[src/pointer_cursor_region_select_assert.svh]
// ----------------------------------------------------------------------------
// Pointer cursor region select assertion macros
// Concurrent check macros, compiled out for synthesis.
// ----------------------------------------------------------------------------
`ifndef POINTER_CURSOR_REGION_SELECT_ASSERT_SVH
`define POINTER_CURSOR_REGION_SELECT_ASSERT_SVH

`ifndef SYNTHESIS

`define PCRS_ASSERT_NOW(lbl, ant, con) \
  lbl: assert property (@(posedge clk) disable iff (!rst_n) (ant) |-> (con)) \
    else $error("pcrs check failed");

`define PCRS_ASSERT_NEXT(lbl, ant, con) \
  lbl: assert property (@(posedge clk) disable iff (!rst_n) (ant) |=> (con)) \
    else $error("pcrs check failed");

`else

`define PCRS_ASSERT_NOW(lbl, ant, con)

`define PCRS_ASSERT_NEXT(lbl, ant, con)

`endif

`endif

[src/pcrs_pkg.sv]
// ----------------------------------------------------------------------------
// Pointer cursor region select package
// Types, screen and image geometry and the cursor scaling functions.
// ----------------------------------------------------------------------------
`timescale 1ns / 1ps

package pcrs_pkg;

  localparam int SCREEN_W = 640;
  localparam int SCREEN_H = 480;
  localparam int IMAGE_W  = 160;
  localparam int IMAGE_H  = 120;

  localparam int SX_W  = 10;
  localparam int SY_W  = 9;
  localparam int IX_W  = 8;
  localparam int IY_W  = 7;
  localparam int VAL_W = 16;

  // Scaling by a fixed-point reciprocal; the rounding up keeps the quotient exact.
  localparam int SCALE_SHIFT = 26;
  localparam longint MUL_X = ((64'(IMAGE_W) << SCALE_SHIFT) + SCREEN_W - 1) / SCREEN_W;
  localparam longint MUL_Y = ((64'(IMAGE_H) << SCALE_SHIFT) + SCREEN_H - 1) / SCREEN_H;
  localparam int MULX_W = $clog2(MUL_X + 1);
  localparam int MULY_W = $clog2(MUL_Y + 1);
  localparam int PX_W = SX_W + MULX_W;
  localparam int PY_W = SY_W + MULY_W;

  typedef enum logic [1:0] {
    KIND_MOVE_X = 2'd0,
    KIND_MOVE_Y = 2'd1,
    KIND_LEFT   = 2'd2,
    KIND_RIGHT  = 2'd3
  } kind_t;

  typedef struct packed {
    kind_t                    kind;
    logic signed [VAL_W-1:0]  value;
  } in_evt_t;

  typedef struct packed {
    logic [SX_W-1:0] screen_x;
    logic [SY_W-1:0] screen_y;
    logic [IX_W-1:0] image_x;
    logic [IY_W-1:0] image_y;
    logic            left_down;
    logic            right_down;
    logic [IX_W-1:0] start_x;
    logic [IY_W-1:0] start_y;
    logic [IX_W-1:0] end_x;
    logic [IY_W-1:0] end_y;
    logic            region_valid;
    logic            dragging;
  } out_res_t;

  typedef struct packed {
    logic [SX_W-1:0] pos_x;
    logic [SY_W-1:0] pos_y;
    logic            left_level;
    logic            right_level;
    logic [IX_W-1:0] start_x;
    logic [IY_W-1:0] start_y;
    logic [IX_W-1:0] end_x;
    logic [IY_W-1:0] end_y;
    logic            active;
    logic            dragging;
  } state_t;

  function automatic logic [IX_W-1:0] scale_x(input logic [SX_W-1:0] p);
    logic [PX_W-1:0] prod;
    logic [PX_W-1:0] q;
    prod = PX_W'(p) * PX_W'(MUL_X);
    q = prod >> SCALE_SHIFT;
    if (q > PX_W'(IMAGE_W - 1)) begin
      q = PX_W'(IMAGE_W - 1);
    end
    return q[IX_W-1:0];
  endfunction

  function automatic logic [IY_W-1:0] scale_y(input logic [SY_W-1:0] p);
    logic [PY_W-1:0] prod;
    logic [PY_W-1:0] q;
    prod = PY_W'(p) * PY_W'(MUL_Y);
    q = prod >> SCALE_SHIFT;
    if (q > PY_W'(IMAGE_H - 1)) begin
      q = PY_W'(IMAGE_H - 1);
    end
    return q[IY_W-1:0];
  endfunction

endpackage

[src/pcrs_update.sv]
// ----------------------------------------------------------------------------
// Pointer cursor region select state update
// Applies one event to the cursor, button levels and selection region.
// ----------------------------------------------------------------------------
`timescale 1ns / 1ps

module pcrs_update import pcrs_pkg::*; (
  input  logic    clk,
  input  logic    rst_n,
  input  logic    en,
  input  logic    sel_mode,
  input  in_evt_t evt,
  output state_t  st
);

  localparam int SUM_W = 18;

  state_t st_r;
  state_t st_nxt;

  logic signed [SUM_W-1:0] delta;
  logic signed [SUM_W-1:0] sum_x;
  logic signed [SUM_W-1:0] sum_y;
  logic [SX_W-1:0]         clamp_x;
  logic [SY_W-1:0]         clamp_y;
  logic                    level;
  logic [IX_W-1:0]         cur_ix;
  logic [IY_W-1:0]         cur_iy;

  always_comb begin
    delta = $signed({{(SUM_W-VAL_W){evt.value[VAL_W-1]}}, evt.value});
    sum_x = $signed({{(SUM_W-SX_W){1'b0}}, st_r.pos_x}) + delta;
    sum_y = $signed({{(SUM_W-SY_W){1'b0}}, st_r.pos_y}) + delta;
    if (sum_x < 0) begin
      clamp_x = '0;
    end else if (sum_x > $signed(SUM_W'(SCREEN_W - 1))) begin
      clamp_x = SX_W'(SCREEN_W - 1);
    end else begin
      clamp_x = sum_x[SX_W-1:0];
    end
    if (sum_y < 0) begin
      clamp_y = '0;
    end else if (sum_y > $signed(SUM_W'(SCREEN_H - 1))) begin
      clamp_y = SY_W'(SCREEN_H - 1);
    end else begin
      clamp_y = sum_y[SY_W-1:0];
    end
  end

  assign level  = |evt.value;
  assign cur_ix = scale_x(st_r.pos_x);
  assign cur_iy = scale_y(st_r.pos_y);

  always_comb begin
    st_nxt = st_r;
    unique case (evt.kind)
      KIND_MOVE_X: begin
        st_nxt.pos_x = clamp_x;
      end
      KIND_MOVE_Y: begin
        st_nxt.pos_y = clamp_y;
      end
      KIND_LEFT: begin
        if (sel_mode && level && !st_r.left_level) begin
          st_nxt.start_x  = cur_ix;
          st_nxt.start_y  = cur_iy;
          st_nxt.dragging = 1'b1;
        end else if (sel_mode && !level && st_r.left_level) begin
          st_nxt.end_x    = cur_ix;
          st_nxt.end_y    = cur_iy;
          st_nxt.dragging = 1'b0;
          st_nxt.active   = 1'b1;
        end
        st_nxt.left_level = level;
      end
      KIND_RIGHT: begin
        st_nxt.right_level = level;
        if (sel_mode && level) begin
          st_nxt.active   = 1'b0;
          st_nxt.dragging = 1'b0;
        end
      end
      default: begin
        st_nxt = st_r;
      end
    endcase
  end

  always_ff @(posedge clk) begin
    if (!rst_n) begin
      st_r.pos_x       <= SX_W'(SCREEN_W / 2);
      st_r.pos_y       <= SY_W'(SCREEN_H / 2);
      st_r.left_level  <= 1'b0;
      st_r.right_level <= 1'b0;
      st_r.start_x     <= '0;
      st_r.start_y     <= '0;
      st_r.end_x       <= '0;
      st_r.end_y       <= '0;
      st_r.active      <= 1'b0;
      st_r.dragging    <= 1'b0;
    end else if (en) begin
      st_r <= st_nxt;
    end
  end

  assign st = st_r;

endmodule

[src/pcrs_scale.sv]
// ----------------------------------------------------------------------------
// Pointer cursor region select result stage
// Scales the cursor to image coordinates and registers the result beat.
// ----------------------------------------------------------------------------
`timescale 1ns / 1ps

module pcrs_scale import pcrs_pkg::*; (
  input  logic     clk,
  input  logic     load,
  input  state_t   st,
  output out_res_t res
);

  out_res_t res_r;
  out_res_t res_nxt;

  always_comb begin
    res_nxt.screen_x     = st.pos_x;
    res_nxt.screen_y     = st.pos_y;
    res_nxt.image_x      = scale_x(st.pos_x);
    res_nxt.image_y      = scale_y(st.pos_y);
    res_nxt.left_down    = st.left_level;
    res_nxt.right_down   = st.right_level;
    res_nxt.start_x      = st.start_x;
    res_nxt.start_y      = st.start_y;
    res_nxt.end_x        = st.end_x;
    res_nxt.end_y        = st.end_y;
    res_nxt.region_valid = st.active;
    res_nxt.dragging     = st.dragging;
  end

  always_ff @(posedge clk) begin
    if (load) begin
      res_r <= res_nxt;
    end
  end

  assign res = res_r;

endmodule

[src/pointer_cursor_region_select.sv]
// ----------------------------------------------------------------------------
// Pointer cursor region select
// Cursor tracking, image scaling and button-driven region selection.
// ----------------------------------------------------------------------------
// Each input beat is one pointer event (motion on X or Y, or a left or right
// button level) on a valid/ready channel. Every event yields exactly one
// result beat with the clamped screen cursor, the cursor in image coordinates,
// the button levels and the selection region status, in event order.
// The event passes an input register, the state update and the result
// register, and one event per cycle is sustained while the receiver takes
// results, since the cursor and selection state are rewritten as each event
// advances. When the receiver stalls, the result beat holds, and events keep
// being taken until the input register and the state stage are also full;
// then in_ready drops. The state stage does not update while its result
// waits. Selection mode is written through cfg_we and cfg_wdata; the user
// must do so only while no event is in flight, which the block does not
// enforce. Synchronous reset puts the cursor at the screen center, clears
// the buttons, region and selection mode and empties the pipeline.
// ----------------------------------------------------------------------------
`timescale 1ns / 1ps
`include "pointer_cursor_region_select_assert.svh"

module pointer_cursor_region_select import pcrs_pkg::*; (
  input  logic     clk,
  input  logic     rst_n,
  input  logic     in_valid,
  output logic     in_ready,
  input  in_evt_t  in_beat,
  output logic     out_valid,
  input  logic     out_ready,
  output out_res_t out_beat,
  input  logic     cfg_we,
  input  logic     cfg_wdata
);

  logic    sel_mode_r;
  logic    s0_valid_r;
  in_evt_t s0_evt_r;
  logic    s1_valid_r;
  logic    out_valid_r;
  logic    out_take;
  logic    s1_adv;
  logic    s1_free;
  logic    s0_adv;
  logic    in_fire;
  state_t  st;

  assign out_take = !out_valid_r || out_ready;
  assign s1_adv   = s1_valid_r && out_take;
  assign s1_free  = !s1_valid_r || out_take;
  assign s0_adv   = s0_valid_r && s1_free;
  assign in_ready = !s0_valid_r || s1_free;
  assign in_fire  = in_valid && in_ready;

  always_ff @(posedge clk) begin
    if (!rst_n) begin
      sel_mode_r  <= 1'b0;
      s0_valid_r  <= 1'b0;
      s1_valid_r  <= 1'b0;
      out_valid_r <= 1'b0;
    end else begin
      if (cfg_we) begin
        sel_mode_r <= cfg_wdata;
      end
      if (in_ready) begin
        s0_valid_r <= in_valid;
      end
      if (s1_free) begin
        s1_valid_r <= s0_adv;
      end
      if (out_take) begin
        out_valid_r <= s1_adv;
      end
    end
  end

  always_ff @(posedge clk) begin
    if (in_fire) begin
      s0_evt_r <= in_beat;
    end
  end

  pcrs_update u_update (
    .clk      (clk),
    .rst_n    (rst_n),
    .en       (s0_adv),
    .sel_mode (sel_mode_r),
    .evt      (s0_evt_r),
    .st       (st)
  );

  pcrs_scale u_scale (
    .clk  (clk),
    .load (s1_adv),
    .st   (st),
    .res  (out_beat)
  );

  assign out_valid = out_valid_r;

  `PCRS_ASSERT_NEXT(a_state_held_on_stall, s1_valid_r && !out_take, $stable(st))
  `PCRS_ASSERT_NOW(a_screen_in_range, out_valid_r, out_beat.screen_x <= SX_W'(SCREEN_W - 1))
  `PCRS_ASSERT_NOW(a_image_in_range, out_valid_r, out_beat.image_x <= IX_W'(IMAGE_W - 1))
  `PCRS_ASSERT_NEXT(a_drain_empties, out_valid_r && out_ready && !s1_valid_r, !out_valid_r)

endmodule

[config.mk]
export PLATFORM = sky130hd
export DESIGN_NAME = pointer_cursor_region_select
export DESIGN_NICKNAME = d
export VERILOG_FILES = /design/src/pcrs_pkg.sv /design/src/pcrs_update.sv /design/src/pcrs_scale.sv /design/src/pointer_cursor_region_select.sv
export VERILOG_INCLUDE_DIRS = /design/src /design/src/src
export SDC_FILE = /design/constraint.sdc
export NUM_CORES = 1
export LEC_CHECK = 0
export BUFFER_PORTS_ARGS = -buffer_cell sky130_fd_sc_hd__buf_2
export CAP_MARGIN = 15
export CORE_UTILIZATION = 39
export CTS_CLUSTER_DIAMETER = 40
export DETAILED_ROUTE_END_ITERATION = 12
export PLACE_DENSITY = 0.67
export SETUP_SLACK_MARGIN = 0.02
export SLEW_MARGIN = 20
export SYNTH_ARGS = -nofsm -noshare
export SYNTH_HDL_FRONTEND = slang
export SYNTH_SLANG_ARGS = --single-unit
[constraint.sdc]
create_clock -name clk -period 7.95 [get_ports clk]
set_input_delay 0.3975 -clock clk [delete_from_list [all_inputs] [get_ports clk]]
set_output_delay 0.3975 -clock clk [all_outputs]
set_load 0.01 [all_outputs]
After elaboration in Yosys (flattened, before gate mapping)
Index checks and enable logic that the tools add are counted.
- input bits: 24
- register bits: 143
- equal/unequal tests: 7
- add/subtract/negate cells: 2
- order comparisons: 6
- bitwise operators: 1
- multiplexer cells: 11
- reductions and logical operators: 26
- operator list (cell ; number):
    < comparator 17 x 1 -> 1 bit (second input constant) ; 2
    2-to-1 mux 10 bit ; 2
    2-to-1 mux 9 bit ; 2
    adder 10 x 16 -> 17 bit ; 1
    adder 11 x 16 -> 17 bit ; 1
    > comparator 17 x 10 -> 1 bit (second input constant) ; 1
    > comparator 17 x 11 -> 1 bit (second input constant) ; 1
    OR reduction 16 bit ; 1
    > comparator 8 bit (second input constant) ; 1
    2-to-1 mux 8 bit ; 1
    AND reduction 2 bit ; 4
    AND reduction 4 bit ; 2
    > comparator 7 bit (second input constant) ; 1
    logical AND 1 bit ; 7
    2-to-1 mux 7 bit ; 1
    zero test 1 bit ; 5
    AND reduction 5 bit ; 1
    equality test 2 bit (second input constant) ; 2
    2-to-1 mux 2 bit ; 2
    inequality test 2 x 1 -> 1 bit (second input constant) ; 2
    one-hot mux 2 bit (2 select lines) ; 1
    logical OR 1 bit ; 3
    inequality test 3 x 1 -> 1 bit (second input constant) ; 1
    AND reduction 3 bit ; 1
    other kinds (6) ; 7

Logic depth before layout (Yosys ltp)
Gate-level depths: netlist of the first run.
- depth after elaboration: 7
- mapped depth: 10

By module
Synthesis of the first run repeated with hierarchy kept, for this count alone.
- cell total of the unflattened synthesis: 516
- area, all modules: 6158.4 um^2
- by module, submodules not included (module ; times used ; seq. area each (um^2) ; area each (um^2) ; cells each):
    pcrs_update ; 1 ; 1061.0 ; 3295.7 ; 396
    pcrs_scale ; 1 ; 2042.0 ; 2144.6 ; 86
    pointer_cursor_region_select ; 1 ; 620.6 ; 718.2 ; 34

Worst setup path before layout of the first run
Ideal clock, no wire load.
- path type: reg-to-reg
- start point: reg out_valid_r (netlist: out_valid)
- end point: reg u_scale.res_r (netlist bit u_scale.res[0]), enable pin
- setup slack: 3908 ps
- cell stages (with the launch flop): 3
- required time: 7447 ps
- period minus slack after synthesis: 4042 ps
- setup time: 503 ps
- data arrival time: 3539 ps
- path buffers: 0
- cells stage by stage: dfxtp_1 -> nor2b_1 -> nor2b_1
- cells in the longest elaborated chain, start to end: 3
- RTL lines (item ; RTL line ; source):
    start, declared ; pointer_cursor_region_select.sv:40 ; logic out_valid_r;
    start signal, assigned ; pointer_cursor_region_select.sv:72 ; out_valid_r <= s1_adv;
    zero test 1 bit ; pointer_cursor_region_select.sv:48 ; assign out_take = !out_valid_r || out_ready;
    logical OR 1 bit ; pointer_cursor_region_select.sv:48 ;
    logical AND 1 bit ; pointer_cursor_region_select.sv:49 ; assign s1_adv = s1_valid_r && out_take;
    net s1_adv ; pointer_cursor_region_select.sv:42 ; logic s1_adv;
    end signal, assigned ; pcrs_scale.sv:34 ; res_r <= res_nxt;
    end, declared ; pcrs_scale.sv:14 ; out_res_t res_r;
The timed path passes the listed nets, and every way through them passes these cells.
A chain may end at the register's enable or synchronous reset.

Worst setup path in the final report of the first run
- start point: reg s0_evt_r[9] (netlist bit)
- end point: reg u_update.st_r (netlist bit u_update.st[48])
- cells in the longest elaborated chain, start to end: 4
- elaborated cells on any way between the ends: 5
- classes of those cells: 1 x add/sub; 2 x order compare; 2 x mux
- RTL lines (item ; RTL line ; source):
    start, declared ; pointer_cursor_region_select.sv:38 ; in_evt_t s0_evt_r;
    start signal, assigned ; pointer_cursor_region_select.sv:79 ; s0_evt_r <= in_beat;
    adder 11 x 16 -> 17 bit * ; pcrs_update.sv:32 ; sum_x = $signed({{(SUM_W-SX_W){1'b0}}, st_r.pos_x}) + delta;
    > comparator 17 x 11 -> 1 bit ; pcrs_update.sv:36 ; end else if (sum_x > $signed(SUM_W'(SCREEN_W - 1))) begin
    2-to-1 mux 10 bit ; pcrs_update.sv:36 ;
    2-to-1 mux 10 bit * ; pcrs_update.sv:34 ; if (sum_x < 0) begin
    end signal, assigned ; pcrs_update.sv:102 ; st_r <= st_nxt;
    end, declared ; pcrs_update.sv:18 ; state_t st_r;
Mark *: on every way between the ends. The rest lies on a longest branch, timed or not.

==> results of run 1 <==
cells in the mapped netlist, types with 3 or more instances:
cell and instances:
nor4_1 8, o21a_1 8, a21o_1 5, o211ai_1 6, and4_1 3, and3_1 3
a31oi_1 10, o21ai_0 21, nor2_1 30, inv_1 22, nand3b_1 4, nor2b_1 23
clkbuf_1 15, nand3_1 12, ha_1 19, a21oi_1 22, buf_2 11, mux2i_1 16
dfxtp_1 57, a21boi_0 6, nand2_1 41, xnor2_1 12, o211a_1 17, edfxtp_1 86
a211oi_1 9, nor3_1 6, and2_1 4, or3_1 3, o21bai_1 3, nand2b_1 3
nand4_1 9
through the flow:
step           instance area (um2)  worst slack (ps)  cells  utilization, %
2_1_floorplan                 6370              3910    542               -
3_3_place_gp                  7020              5020    825            44.1
3_5_place_dp                  7020              5050    825            44.1
4_1_cts                       7720              5020    857            48.5
5_1_grt                       7730              4850    857            48.5
6_report                      7730              5030    857            48.5
area by class of cell:
cell class | instances | area share (%)
Sequential cell | 143 | 48.1
Multi-Input combinational cell | 349 | 32.0
Timing Repair Buffer | 95 | 6.21
Clock buffer | 20 | 5.78
Tap cell | 216 | 3.49
Clock inverter | 12 | 3.28
Inverter | 22 | 1.07
sequential cells by signal, indices dropped and copies added (netlist names):
register	cells
sel_mode_r	1
s0_valid_r	1
out_valid	1
s0_evt_r	18
u_scale.res	68
s1_valid_r	1
u_update.st	53
cells by family after synthesis:
logic type	after synthesis	synth area share [%]
flops	143	58.4
compound gates	138	16.0
mux	16	2.51
xor+xnor	14	1.92
fa+ha+maj	21	4.36
buf+inv	50	3.22
simple gates	160	13.5
layer usage:
| metal | vias to the layer above | track usage (%) | wire length (um) |
|---|---|---|---|
| met5 | - | 0 | 0 |
| met4 | 0 | 8.14 | 307 |
| met3 | 22 | 4.51 | 867 |
| met2 | 184 | 26.4 | 6160 |
| met1 | 2180 | 22.2 | 6390 |
| li1 | 2219 | - | - |
how the worst min path moves through the flow:
| stage | from | endpoint | depth (start not counted) |
|---|---|---|---|
| floorplan | u_update.st[14] | u_scale.res[14] | 0 |
| CTS | in_beat[8] | s0_evt_r[8] | 1 |
| global route | in_beat[8] | s0_evt_r[8] | 1 |
| global placement | u_update.st[8] | u_scale.res[8] | 0 |
| detailed placement | u_update.st[5] | u_scale.res[5] | 0 |
| finish | in_beat[8] | s0_evt_r[8] | 1 |
report_power, final:
| part | switching [uW] | internal [uW] | total, uW |
|---|---|---|---|
| Clock | 301 | 632 | 933 |
| Sequential | 20.2 | 804 | 825 |
| Combinational | 76.3 | 50.1 | 126 |
==> out/results.ini, run 1 <==
[global_route]
antenna_found_initial = 0
gr-total-overflow = 0
first_global_vias = 4390
grt_pass1_wl_mm = 21.9
grt_max_degree = 69
track_usage_pct = 17.0

[detailed_routing]
dr.pass1.iters = 5
drtIter0Drc = 349
routed_via_density = 5.37
wirelength_mm = 13.7
ant_nets = 0
remaining_drc_errors = 0
wl_per_cell_um = 16.0
via_count = 4605

[final_layout]
final_common_cell = buf_2
mostFrequentLayoutCells = buf_2, edfxtp_1, dfxtp_1
register_area_mm2 = 0.00372
nFillCells = 1399
nets = 673
num_antenna_cells = 0
area_growth_pct = 21.3
multi_input_area_mm2 = 0.00248
drive_gt1_share_pct = 22.0

[worst_setup_path]
startpoint = s0_evt_r[9]
path_max_fanout = 11
criticalPathCategory = register to register
r2r_end = u_update.st[48]
r2r_slack_ps = 5030
worstSetupEndpoint = u_update.st[48]
cp.arrival_ps = 3220
crit_cells = 8
crit_slowest_cell = or4_4
worstSetupEndpointType = register
r2r_start = s0_evt_r[9]
worst_setup_path_start_kind = register
critPathTopFamily = compound AO/OA/AOI/OAI gates
crit_buf_inv = 0
r2r_cells = 8
crit_chain = ha_1 -> o21ai_0 -> nor3_1 -> o21ai_1 -> o2111a_1 -> nand4_1 -> or4_4 -> o221a_1
critical_path.max_stage_delay_ps = 590
cp.required_ps = 8260

[clocking]
cts_buffers = 17
cts.sinks = 143
cts_max_path_buffers = 2
postCtsSetupBuffers = 0
cts_tree = yes
cts_max_level = 4
hold_buffers = 0
clk_latency_ps = 420
cts_root_buf = clkbuf_16
post_cts_resized = 0
cts.clk_slew.worst_paths_ps = 60

[min_path]
hp-class = input pin to register

[floorplanning]
io_pins = 94
coreArea_mm2 = 0.0159
chipWidth_um = 130
num_rows = 46
dieArea_mm2 = 0.0169
initial_utilization_pct = 40.0
die_h_um = 130

[sta]
hold_violations = 0
timing.final.crit_period_ps = 2920
skew_ps = 9.26
period_share_pct = 36.7
rsz0062_at_grt = false
setup_violations = 0
timing.hold.ws_ps = 146
tns_ps = 0
maxSlewHeadroom_pct = 31.0
tightest_slew_ps = 1030
maxSlewViolCount = 0
fmax_mhz = 342

[synth]
avgSynthCellArea_um2 = 11.8
ys_seq_area_share_pct = 58.4
ys.flop_type = edfxtp_1
synth_area_leaders = edfxtp_1, dfxtp_1, ha_1, o211a_1, mux2i_1
ys_ff_latch = 143
synth_cells = 542
syn_nets = 587
synthArstFlopShare_pct = 0
syn_area_mm2 = 0.00637
yosysUniqueCellTypes = 68
synth_edf_count = 86
synth_top_area_share_pct = 40.5
synth_warnings = 0
yosysTopAreaCell = edfxtp_1

[run_status]
status = finished, final reports clean

[pwr]
power_density_mw_per_mm2 = 244
irDropWorstVdd_mv = 0.160
power_uw = 1880
p_leak_uw = 0.00308

[place]
dp_hpwl_mm = 9.71
gp_congestion = 0.874
io_buffers = 93

[flow_run]
max_cap_violations = 0

(Power assumes the default switching activity.)
==> run 2, diff against run 1 <==
- PLACE_DENSITY: 0.67 -> 0.69
- clock period: 7.95 -> 2.61 ns (I/O delays scaled with it)
==> out/results.ini, run 2 (synthesis results as in run 1) <==
[run_status]
status = complete, but fails checks
violations = setup timing

[clocking]
cts_buffers = 17
cts_root_buf = clkbuf_16
cts.sinks = 143
cts_tree = yes
clk_latency_ps = 430
cts.clk_slew.worst_paths_ps = 70
cts_max_path_buffers = 2
cts_max_level = 4

[place]
gp_congestion = 0.883
io_buffers = 93
dp_hpwl_mm = 10.5
pre_cts_slack_ps = -110

[sta]
period_share_pct = 105
tns_ps = -579
setup_violations = 5
fmax_mhz = 365
rsz0062_at_grt = true
timing.final.crit_period_ps = 2740
worst_slack_ps = -133
skew_ps = 17.2
maxSlewViolCount = 0
maxSlewHeadroom_pct = 63.6
tightest_slew_ps = 546
hold_violations = 0

[global_route]
antenna_found_initial = 0
gr-total-overflow = 0
track_usage_pct = 18.3
grt_pass1_wl_mm = 23.6
first_global_vias = 4813
grt_max_degree = 69

[detailed_routing]
dr.pass1.iters = 5
remaining_drc_errors = 0
routed_via_density = 5.28
wl_per_cell_um = 15.9
via_count = 5035
wirelength_mm = 15.1
ant_nets = 0
drtIter0Drc = 272

[pwr]
swShare_pct = 23.6
power_frac_comb_pct = 10.2
irDropWorstVdd_mv = 0.506
p_switching_uw = 1320
power_frac_clock_pct = 45.2
power_density_mw_per_mm2 = 644
p_leak_uw = 0.00353
power_frac_seq_pct = 44.6
intPower_uw = 4270

[final_layout]
mostFrequentLayoutCells = buf_2, edfxtp_1, buf_4
final_util_pct = 54.3
nets = 769
num_antenna_cells = 0
largest_reg_flops = 68
drive_gt1_share_pct = 34.7
final_common_cell = buf_2
area_growth_pct = 35.9

[floorplanning]
die_h_um = 130
dieArea_mm2 = 0.0169
num_rows = 46
initial_utilization_pct = 40.0
coreArea_mm2 = 0.0159
io_pins = 94
chipWidth_um = 130

[worst_setup_path]
worstSetupEndpointType = register
path_max_fanout = 5
crit_chain = ha_1 -> nor2b_2 -> o31a_4 -> o21ai_4 -> xor2_2 -> a21oi_2 -> or4_4 -> o221a_1
startpoint = s0_evt_r[2]
criticalPathCategory = register to register
cp.required_ps = 2920
critical_path.max_stage_delay_ps = 590
r2r_start = s0_evt_r[2]
worst_setup_path_start_kind = register
cp.arrival_ps = 3050
crit_slowest_cell = or4_4

[flow_run]
max_cap_violations = 0

[min_path]
hp-start = cfg_we
hp-class = input pin to register

[run 2: repair_timing]
item                                   4_1_cts  5_1_grt
buffers inserted                             7        3
pin swaps                                   13        8
gates resized for setup                     22       29
setup endpoints to repair                   14       19
hold buffers                                20        0
endpoints found under the hold margin       20        0
cloned                                       1        0
[run 2: metrics by stage]
step	instances	total power (uW)	hold slack (ps)	area (um2)
2_1_floorplan	542	2820	229	6380
3_3_place_gp	890	3010	311	7530
3_5_place_dp	890	3020	311	7530
4_1_cts	950	5600	7.91	8490
5_1_grt	953	5770	30.4	8660
6_report	953	5580	26.6	8660
[run 2: power groups by stage]
stage	Combinational [uW]	Clock (uW)	Sequential [uW]
floorplan	279	0	2540
global placement	471	0	2540
detailed placement	482	0	2540
CTS	523	2590	2490
global route	619	2650	2500
finish	570	2520	2490
[run 2: final cells by class]
type | instances | area (um2)
clock inverters | 13 | 180
multi-input cells | 349 | 2690
flip-flops and latches | 143 | 3720
fillers | 1353 | 7280
well taps | 216 | 270
clock buffers | 19 | 443
repair buffers | 191 | 1270
inverters | 22 | 82.6
[run 2: layer usage]
metal	track usage, %	vias up	wire length (um)
met3	4.67	35	865
met4	8.41	0	395
met2	29.9	188	7140
met1	22.8	2402	6730
li1	-	2410	-
met5	0	-	0
[run 2: worst max-delay path, delay by kind of cell (launching register included)]
kind / cells / cell delay, ps
adder cells (fa/ha/maj): 1 / 360
AND/OR/NAND/NOR: 2 / 770
XOR/XNOR: 1 / 210
flip-flops: 1 / 400
AO/OA/AOI/OAI: 4 / 880
[run 2: path summary, 6_finish.rpt]
kind,endpoint,slack [ps],cells after the start
max reg2reg,u_update.st[48],-130,8
max,u_update.st[48],-130,8
min reg2reg,u_scale.res[11],430,0
min,sel_mode_r,30,3
==> run 3, diff against run 2 <==
- PLACE_DENSITY: 0.69 -> 0.67
- clock period: 2.61 -> 3.5 ns (I/O delays scaled with it)
==> out/results.ini, run 3 (synthesis results as in run 1) <==
[pwr]
intPower_uw = 3170
power_uw = 4070
p_leak_uw = 0.00314
power_frac_comb_pct = 7.5
swShare_pct = 22.1
irDropWorstVdd_mv = 0.311
p_switching_uw = 901
power_density_mw_per_mm2 = 518
power_frac_seq_pct = 46.0
power_frac_clock_pct = 46.5

[global_route]
grt_max_degree = 58
first_global_vias = 4385
grt_pass1_wl_mm = 22.1
antenna_found_initial = 0
busiest_layer = met2
grt_use_met1_pct = 22.5
track_usage_pct = 17.2
gr-total-overflow = 0
use_met2_pct = 27.8
grt_util_met3_pct = 4.72

[worst_setup_path]
path_max_fanout = 11
cp.required_ps = 3800
r2r_cells = 8
criticalPathCategory = register to register
r2r_end = u_update.st[44]
r2r_start = s0_evt_r[9]
r2r_slack_ps = 590
worstSetupEndpointType = register
worst_setup_path_start_kind = register
cp.arrival_ps = 3200

[clocking]
cts_root_buf = clkbuf_16
cts_buffers = 17
postCtsSetupBuffers = 0
cts.sinks = 143
cts_max_path_buffers = 2
cts.clk_slew.worst_paths_ps = 60
cts_max_level = 4
hold_buffers = 18
post_cts_resized = 0
cts_tree = yes
clk_latency_ps = 410

[place]
io_buffers = 93
dp_hpwl_mm = 10.0
gp_congestion = 0.931

[min_path]
hold_end = sel_mode_r
whs_path_depth = 3
hp-class = input pin to register
hp-start = cfg_wdata

[floorplanning]
initial_utilization_pct = 40.0
dieArea_mm2 = 0.0169
chipWidth_um = 130
coreArea_mm2 = 0.0159
io_pins = 94
die_h_um = 130
num_rows = 46

[sta]
tightest_slew_ps = 934
maxSlewHeadroom_pct = 37.7
hold_violations = 0
maxSlewViolCount = 0
period_share_pct = 83.1
rsz0062_at_grt = false
skew_ps = 10.5
timing.final.crit_period_ps = 2910
fmax_mhz = 344
setup_violations = 0
tns_ps = 0

[detailed_routing]
wirelength_mm = 13.9
wl_per_cell_um = 15.8
ant_nets = 0
remaining_drc_errors = 0
dr.pass1.iters = 5
routed_via_density = 5.33
via_count = 4677
drtIter0Drc = 399

[final_layout]
mostFrequentLayoutCells = buf_2, edfxtp_1, dfxtp_1
final_common_cell = buf_2
nets = 694
largest_reg_flops = 68
num_antenna_cells = 0
area_growth_pct = 23.4
drive_gt1_share_pct = 21.8

[run_status]
status = finished, final reports clean

[flow_run]
max_cap_violations = 0

==> run 3: changes by cell type in the layout (fill, tap and decap cells not counted), sizes merged <==
cell / change
buf: -73
bufinv: +1
dlygate4sd3: -2
inv: -2
==> run 3: worst max-delay path: stages, from the launching register on <==
cell and delay, ps:
edfxtp_1 560, ha_1 520, a21oi_2 310, nor3_1 70
a21oi_1 130, o2111a_1 240, nand4_1 140, or4_4 580
o221a_1 240
==> run 3: metal layers <==
| layer | up-vias | part of all wire, % | wire length, um |
|---|---|---|---|
| met1 | 2239 | 46 | 6430 |
| met5 | - | 0 | 0 |
| met2 | 176 | 46 | 6430 |
| met3 | 9 | 6.7 | 934 |
| met4 | 0 | 0.72 | 100 |
| li1 | 2253 | - | - |
==> run 3: power groups by stage <==
stage	Combinational, uW	Sequential, uW	Clock [uW]
after detailed placement	285	1910	0
final	306	1870	1890
after global placement	281	1900	0
after global routing	337	1880	2000
after floorplan	208	1890	0
after CTS	302	1870	1930
==> run 3: per-stage QoR <==
stage	std cells	util (%)	area, um2	hold WS [ps]	worst slack, ps
after floorplan	542	-	6380	274	781
after global placement	828	44.2	7050	353	718
after detailed placement	828	44.2	7050	353	657
after CTS	877	49.3	7850	23.8	641
after global routing	877	49.3	7860	35.0	441
final	877	49.3	7860	34.7	593
==> run 3: worst max-delay path by stage <==
stage | startpoint | to | slack, ps | depth (start not counted)
after floorplan | out_valid | u_scale.res[0] | 780 | 2
after global placement | s0_evt_r[0] | u_update.st[44] | 720 | 10
after detailed placement | s0_evt_r[9] | u_update.st[44] | 660 | 8
after CTS | s0_evt_r[9] | u_update.st[44] | 640 | 8
after global routing | s0_evt_r[9] | u_update.st[44] | 440 | 8
final | s0_evt_r[9] | u_update.st[44] | 590 | 8
==> run 3: cell type report <==
| type | count | area, um2 |
|---|---|---|
| fillers | 1395 | 8080 |
| flip-flops and latches | 143 | 3720 |
| multi-input cells | 349 | 2480 |
| repair buffers | 116 | 683 |
| clock buffers | 19 | 443 |
| well taps | 216 | 270 |
| clock inverters | 12 | 184 |
| inverters | 22 | 82.6 |
